$ cat config.mk
export PLATFORM = sky130hd
export DESIGN_NAME = rgc_pdiv
export DESIGN_NICKNAME = d
export VERILOG_FILES = /design/src/hw/rtl/rgc_pdiv.sv
export SDC_FILE = /design/constraint.sdc
export NUM_CORES = 1
export LEC_CHECK = 0
export ABC_AREA = 1
export BUFFER_PORTS_ARGS = -buffer_cell sky130_fd_sc_hd__buf_2
export CAP_MARGIN = 25
export CORE_ASPECT_RATIO = 1.75
export CORE_MARGIN = 5
export CORE_UTILIZATION = 30
export DETAILED_ROUTE_END_ITERATION = 8
export GPL_TIMING_DRIVEN = 0
export MAX_ROUTING_LAYER = met4
export PLACE_DENSITY = 0.45
export SYNTH_ARGS = -nofsm -noshare
export SYNTH_HDL_FRONTEND = slang
export SYNTH_SLANG_ARGS = --single-unit
export TNS_END_PERCENT = 5
$ cat constraint.sdc
create_clock -name clk -period 19.2 [get_ports clk]
set_input_delay 1.92 -clock clk [delete_from_list [all_inputs] [get_ports clk]]
set_output_delay 1.92 -clock clk [all_outputs]
set_load 0.03 [all_outputs]
$ cat src/hw/rtl/rgc_pdiv.sv
module rgc_pdiv #(
  parameter int DEN_W = 13,
  parameter int Q_W   = 16,
  parameter int SPS   = 4,
  parameter int SB_W  = 1
) (
  input  logic             clk,
  input  logic             rst_n,
  input  logic             en,
  input  logic             in_vld,
  input  logic [DEN_W-1:0] in_rem,
  input  logic [Q_W-1:0]   in_bits,
  input  logic [DEN_W-1:0] in_den,
  input  logic [SB_W-1:0]  in_sb,
  output logic             out_vld,
  output logic [Q_W-1:0]   out_quo,
  output logic [SB_W-1:0]  out_sb
);

  localparam int NST = (Q_W + SPS - 1) / SPS;

  logic             st_vld  [NST+1];
  logic [DEN_W-1:0] st_rem  [NST+1];
  logic [Q_W-1:0]   st_quo  [NST+1];
  logic [Q_W-1:0]   st_bits [NST+1];
  logic [DEN_W-1:0] st_den  [NST+1];
  logic [SB_W-1:0]  st_sb   [NST+1];

  assign st_vld[0]  = in_vld;
  assign st_rem[0]  = in_rem;
  assign st_quo[0]  = '0;
  assign st_bits[0] = in_bits;
  assign st_den[0]  = in_den;
  assign st_sb[0]   = in_sb;

  for (genvar s = 0; s < NST; s++) begin : g_stage
    logic             vld_r;
    logic [DEN_W-1:0] rem_r, rem_nxt;
    logic [Q_W-1:0]   quo_r, quo_nxt;
    logic [Q_W-1:0]   bits_r, bits_nxt;
    logic [DEN_W-1:0] den_r;
    logic [SB_W-1:0]  sb_r;

    always_comb begin : p_step
      logic [DEN_W:0] tr;
      rem_nxt  = st_rem[s];
      quo_nxt  = st_quo[s];
      bits_nxt = st_bits[s];
      for (int k = 0; k < SPS; k++) begin
        if (s * SPS + k < Q_W) begin
          tr = {rem_nxt, bits_nxt[Q_W-1]};
          bits_nxt = bits_nxt << 1;
          if (tr >= {1'b0, st_den[s]}) begin
            tr = tr - {1'b0, st_den[s]};
            quo_nxt = {quo_nxt[Q_W-2:0], 1'b1};
          end else begin
            quo_nxt = {quo_nxt[Q_W-2:0], 1'b0};
          end
          rem_nxt = tr[DEN_W-1:0];
        end
      end
    end

    always_ff @(posedge clk) begin
      if (!rst_n) begin
        vld_r <= 1'b0;
      end else if (en) begin
        vld_r <= st_vld[s];
      end
    end

    always_ff @(posedge clk) begin
      if (en) begin
        rem_r  <= rem_nxt;
        quo_r  <= quo_nxt;
        bits_r <= bits_nxt;
        den_r  <= st_den[s];
        sb_r   <= st_sb[s];
      end
    end

    assign st_vld[s+1]  = vld_r;
    assign st_rem[s+1]  = rem_r;
    assign st_quo[s+1]  = quo_r;
    assign st_bits[s+1] = bits_r;
    assign st_den[s+1]  = den_r;
    assign st_sb[s+1]   = sb_r;
  end

  assign out_vld = st_vld[NST];
  assign out_quo = st_quo[NST];
  assign out_sb  = st_sb[NST];

endmodule

# ---- Word-level counts from Yosys, hierarchy flattened
# Index checks and enable logic that the tools add are counted.
# Widths: inputs -> output; s select.
dict set report totals {
  register_bits 150
  out_inout_bits 18
  word_cells 83
}
dict set report op_classes {
  add_sub_neg 15
  magnitude_cmp 16
  n_mux 31
}
# cell count
set ops {}
lappend ops {{$ge 14x13->1} 16}
lappend ops {{$mux 13} 15}
lappend ops {{$sub 13x13->13} 15}
lappend ops {{$mux 1} 16}

# ---- Depth between registers and ports, before layout
dict set report logic_depth {
  word_depth 8
  ltp_mapped 57
  mapped_depth_nobuf 53
}

# ---- Worst setup path before layout
# No wires, ideal clock.
dict set report synth_path {
  kind {input -> register}
  from {in in_bits[15]}
  to {reg g_stage[0].rem_r[7], data pin}
  setup_ns 0.252
  arrival_time_ns 8.193
  required_ns 18.948
  slack_ns 10.754
  stages 50
  n_path_buf 5
  cell_sequence {inv_1 -> ha_1 -> inv_1 -> fa_1 -> nand2_1 -> nand3_1 -> nand2_1 -> nand3_2 -> buf_2 -> o21ai_0 -> inv_1 -> fa_1 -> o21ai_1 -> nand2_1 -> nand3_2 -> a21oi_4 -> nand3_2 -> buf_6 -> (+14 left out) -> nand3_4 -> buf_2 -> nand2_1 -> o21ai_0 -> ha_1 -> nand2_1 -> nor2_1 -> nor2_1 -> inv_1 -> nand2_1 -> nand2_1 -> a21boi_0 -> o211ai_1 -> a21oi_1 -> nand3_2 -> buf_4 -> nand2_1 -> nand2_1}
}
dict set report synth_via {
  elab_chain_cells 8
  word_cells_on_any_way 12
  classes_between {add/sub (4); order compare (4); mux (4)}
}
# item line_no
set synth_rtl {}
lappend synth_rtl {{start: declaration} 12} ;# input logic [Q_W-1:0] in_bits,
lappend synth_rtl {{$sub 13x13->13 / $ge 14x13->1 (equally long branches)} {54, 53}}
lappend synth_rtl {{$mux 13 *} 53} ;# if (tr >= {1'b0, st_den[s]}) begin
lappend synth_rtl {{$sub 13x13->13 / $ge 14x13->1 (equally long branches)} {54, 53}}
lappend synth_rtl {{$mux 13 *} 53}
lappend synth_rtl {{$sub 13x13->13 / $ge 14x13->1 (equally long branches)} {54, 53}}
lappend synth_rtl {{$mux 13 *} 53}
lappend synth_rtl {{$sub 13x13->13 / $ge 14x13->1 (equally long branches)} {54, 53}}
lappend synth_rtl {{$mux 13 *} 53}
lappend synth_rtl {{named net g_stage[0].p_step.tr[7]} 45} ;# logic [DEN_W:0] tr;
lappend synth_rtl {{end signal: assignment} 74} ;# rem_r <= rem_nxt;
lappend synth_rtl {{end: declaration} 38} ;# logic [DEN_W-1:0] rem_r, rem_nxt;
# Mark *: on every way through the listed nets, which the timed path passes. The rest lies on a longest branch.
# A chain may end at the register's enable or synchronous reset.

# ---- Worst setup path in the final report
dict set report layout_path {
  from {in in_den[1]}
  to {reg g_stage[0].rem_r[11], data pin}
}
dict set report layout_via {
  elab_chain_cells 8
  word_cells_on_any_way 12
  classes_between {add/sub (4); order compare (4); mux (4)}
}
# item line_no
set layout_rtl {}
lappend layout_rtl {{start: declaration} 13} ;# input logic [DEN_W-1:0] in_den,
lappend layout_rtl {{$sub 13x13->13 / $ge 14x13->1 (equally long branches)} {54, 53}}
lappend layout_rtl {{$mux 13} 53}
lappend layout_rtl {{$sub 13x13->13 / $ge 14x13->1 (equally long branches)} {54, 53}}
lappend layout_rtl {{$mux 13} 53}
lappend layout_rtl {{$sub 13x13->13 / $ge 14x13->1 (equally long branches)} {54, 53}}
lappend layout_rtl {{$mux 13} 53}
lappend layout_rtl {{$sub 13x13->13 / $ge 14x13->1 (equally long branches)} {54, 53}}
lappend layout_rtl {{$mux 13 *} 53}
lappend layout_rtl {{named net g_stage[0].p_step.tr[11]} 45}
# Marked as above.

==> run_results.csv <==
group,metric,value,unit
clock_network,h-tree-depth,4,
cells_and_area,drive_gt1_share,8.36,%
global_routing,grt-ovfl-total,0,
logic_synthesis,synth_top_cell_area_share,25.6,%
route,via_count,15550,
sta,period_share,51.9,%
clock_network,cts_tree,"yes",
clock_network,cts_root_buffer,"clkbuf_16",
floorplan,core_area,56900,µm²
clock_network,numCtsBuffers,17,
logic_synthesis,synth_top_family_by_area,"simple AND/OR/NAND/NOR gates",
logic_synthesis,synthAdderAreaFrac,16.9,%
placement,gp_congestion,0.897,
route,wl,55400,µm
worst_setup_path,slowest_stage,"fa_1",
cells_and_area,final_area,19100,µm²
worst_hold_path,min_path_type,"reg2reg",
sta,hold_violations,0,
global_routing,antenna_found_initial,4,
global_routing,grt_pass1_vias,15805,
logic_synthesis,synthArstFlopShare,0,%
sta,slew_headroom,47.5,%
clock_network,post_cts_buffers,0,
worst_setup_path,worstPathRequired,19.38,ns
route,viasPerCell,4.75,
floorplan,rows,116,
route,firstDrtPassIters,4,
cells_and_area,multi_input_area,11100,µm²
logic_synthesis,syn-cell-area,17100,µm²
clock_network,clockBufferDepth,2,
placement,port_buffers,64,
worst_setup_path,reg2reg_depth,51,
logic_synthesis,synth_ff_type,"edfxtp_1",
sta,fmax,100,MHz
logic_synthesis,synthDistinctLibCells,51,
clock_network,cts_resized,0,
floorplan,ios,65,
clock_network,cts_sinks,150,
worst_setup_path,worstPathArrival,10.14,ns
logic_synthesis,synth-compound-area-share,12.7,%
logic_synthesis,avgSynthCellArea,7.13,µm²
global_routing,grt_pass1_wl,85600,µm
worst_hold_path,worstHoldEndpoint,"g_stage[1].bits_r[10]",
logic_synthesis,synth-seq-cells,150,
sta,tightest_slew,0.781,ns
global_routing,grt_max_degree,100,
sta,setup_violations,0,
worst_setup_path,cp_max_fo,10,
route,post_drt_wl_per_cell,16.9,µm
worst_hold_path,hp-start,"g_stage[0].bits_r[6]",
sta,slew_viol_final,0,
worst_setup_path,path_class,"in2reg",
sta,tns,0,ns
cells_and_area,syn2layout_area_growth,11.3,%
logic_synthesis,synth-xor-area-share,7.46,%
logic_synthesis,yosys_warnings,0,
route,drtIter0Drc,665,
logic_synthesis,synth_cells,2404,
logic_synthesis,synthMuxAreaShare,0,%
flow_run,drv_cap,0,
sta,clock_skew,0.0147,ns
sta,setup_slack,9.24,ns
logic_synthesis,synthTopCellsByArea,"edfxtp_1 26%, nand2_1 16%, ha_1 15%",
worst_hold_path,min_delay_path_depth,0,
floorplan,initial_core_util,30.1,%
cells_and_area,register_area,4460,µm²
clock_network,cts_hold_buffers,0,
worst_setup_path,startpoint_type,"input port",
sta,rsz0062_at_grt,"no",
floorplan,die_h,326,µm
cells_and_area,nets,2758,
logic_synthesis,seq_area_frac_synth,26.0,%
cells_and_area,final_util,33.5,%
worst_setup_path,crit_top_cell,"nand2_1",
worst_setup_path,crit_path_end_kind,"flop",
route,antenna_left,0,
cells_and_area,fillerInstances,6293,
clock_network,clock_latency,0.45,ns
placement,place_hpwl,47100,µm
worst_setup_path,r2r_slack,9.93,ns
logic_synthesis,synth_edf_count,146,
worst_setup_path,timing.rr.end,"g_stage[2].rem_r[0]",
floorplan,die_width,191,µm
worst_setup_path,r2r_start,"g_stage[1].den_r[1]",
logic_synthesis,synth_fp_nets,2674,
global_routing,track_usage,18.3,%
outcome,status,"completed",
worst_setup_path,slowest_delay,0.54,ns
placement,pre_cts_ws,8.63,ns
logic_synthesis,synth_simple_gate_area_share,27.9,%
placement,place_area,18500,µm²
clock_network,clk_pin_slew,0.08,ns
sta,period_minus_slack,9.96,ns
floorplan,die-area,62200,µm²
logic_synthesis,yosysTopAreaCell,"edfxtp_1",
route,drc_errors,0,
## worst max path at each step
stage | from | to | slack [ns] | cells after the start
6_report | in_den[1] | g_stage[0].rem_r[11] | 9.24 | 46
5_1_grt | in_den[1] | g_stage[0].rem_r[11] | 8.37 | 50
4_1_cts | in_den[1] | g_stage[0].rem_r[11] | 9.12 | 49
3_5_place_dp | in_den[1] | g_stage[0].rem_r[11] | 8.63 | 49
3_3_place_gp | in_den[1] | g_stage[0].rem_r[11] | 8.71 | 50
2_1_floorplan | in_bits[15] | g_stage[0].rem_r[7] | 10.75 | 50
## stage by stage
stage / cells / hold slack (ns)
after global routing: 3268 / 0.426
after detailed placement: 3236 / 0.405
final: 3271 / 0.414
after floorplan: 2404 / 0.400
after CTS: 3268 / 0.418
after global placement: 3235 / 0.401
## synthesized netlist by cell type, drive strengths merged (2+ instances only)
cell type	instances
a211oi	2
a21boi	5
a21o	21
a21oi	151
a31oi	13
and2	2
buf	27
dfxtp	4
edfxtp	146
fa	15
ha	208
inv	355
nand2	749
nand3	124
nand3b	10
nand4	38
nor2	175
nor3	16
nor4	2
o2111ai	12
o211ai	4
o21ai	152
o21bai	12
o31ai	3
or2	7
xnor2	60
xor2	86
## sequential cells by signal, summed over array words and instances, names as in the netlist
| signal | cells |
|---|---|
| g_stage.den_r | 39 |
| g_stage.bits_r | 24 |
| g_stage.vld_r | 3 |
| out_quo | 16 |
| g_stage.sb_r | 3 |
| g_stage.quo_r | 24 |
| g_stage.rem_r | 39 |
| out_vld | 1 |
| out_sb | 1 |
## kinds of logic after synthesis
kind of cell / Yosys count
AND/OR/NAND/NOR: 1125
buffers and inverters: 383
AO/OA/AOI/OAI: 377
adder cells (fa/ha/maj): 223
flip-flops: 150
XOR/XNOR: 146
## layout make-up
cell class                      instances  area share, %
Sequential cell                       150           23.4
Antenna cell                            3         0.0394
Clock buffer                           17           2.23
Tap cell                              767           5.03
Buffer                                 28           1.09
Clock inverter                         15          0.997
Inverter                              355           7.00
Multi-Input combinational cell       1871           58.4
Timing Repair Buffer                   65           1.86
## critical path, delay by kind of cell
kind | cells | cell delay [ns]
simple gates | 22 | 2.44
compound gates | 10 | 2.32
buf+inv | 10 | 1.73
fa+ha+maj | 4 | 1.73
## layout by cell type, fill, tap and decap left out, types with 10 or more instances in the layout
cell type  count
o21ai_2       12
inv_2         12
nand2_1      738
buf_4         10
o21ai_1       26
nand2_2       10
nand3_1      108
nor2_1       162
fa_1          15
nor3_1        15
o2111ai_1     12
a21o_1        21
buf_2         73
nor2_2        11
o21bai_1      12
inv_1        342
clkbuf_16     17
xnor2_1       60
a21oi_1      141
nand3_2       12
xor2_1        86
a31oi_1       13
ha_1         208
o21ai_0      114
edfxtp_1     146
nand4_1       37
## routing by layer
metal | global-route usage (%) | share of wire, % | up-vias
li1 | - | - | 8099
met1 | 18.6 | 38 | 7141
met2 | 35.3 | 55 | 220
met3 | 1.37 | 1.9 | 90
met4 | 8.03 | 4.6 | 0
met5 | - | 0 | -
Power is left out: the tool's default activity adds up to more than one toggle a clock period on the data nets, which glitch-free logic cannot reach.
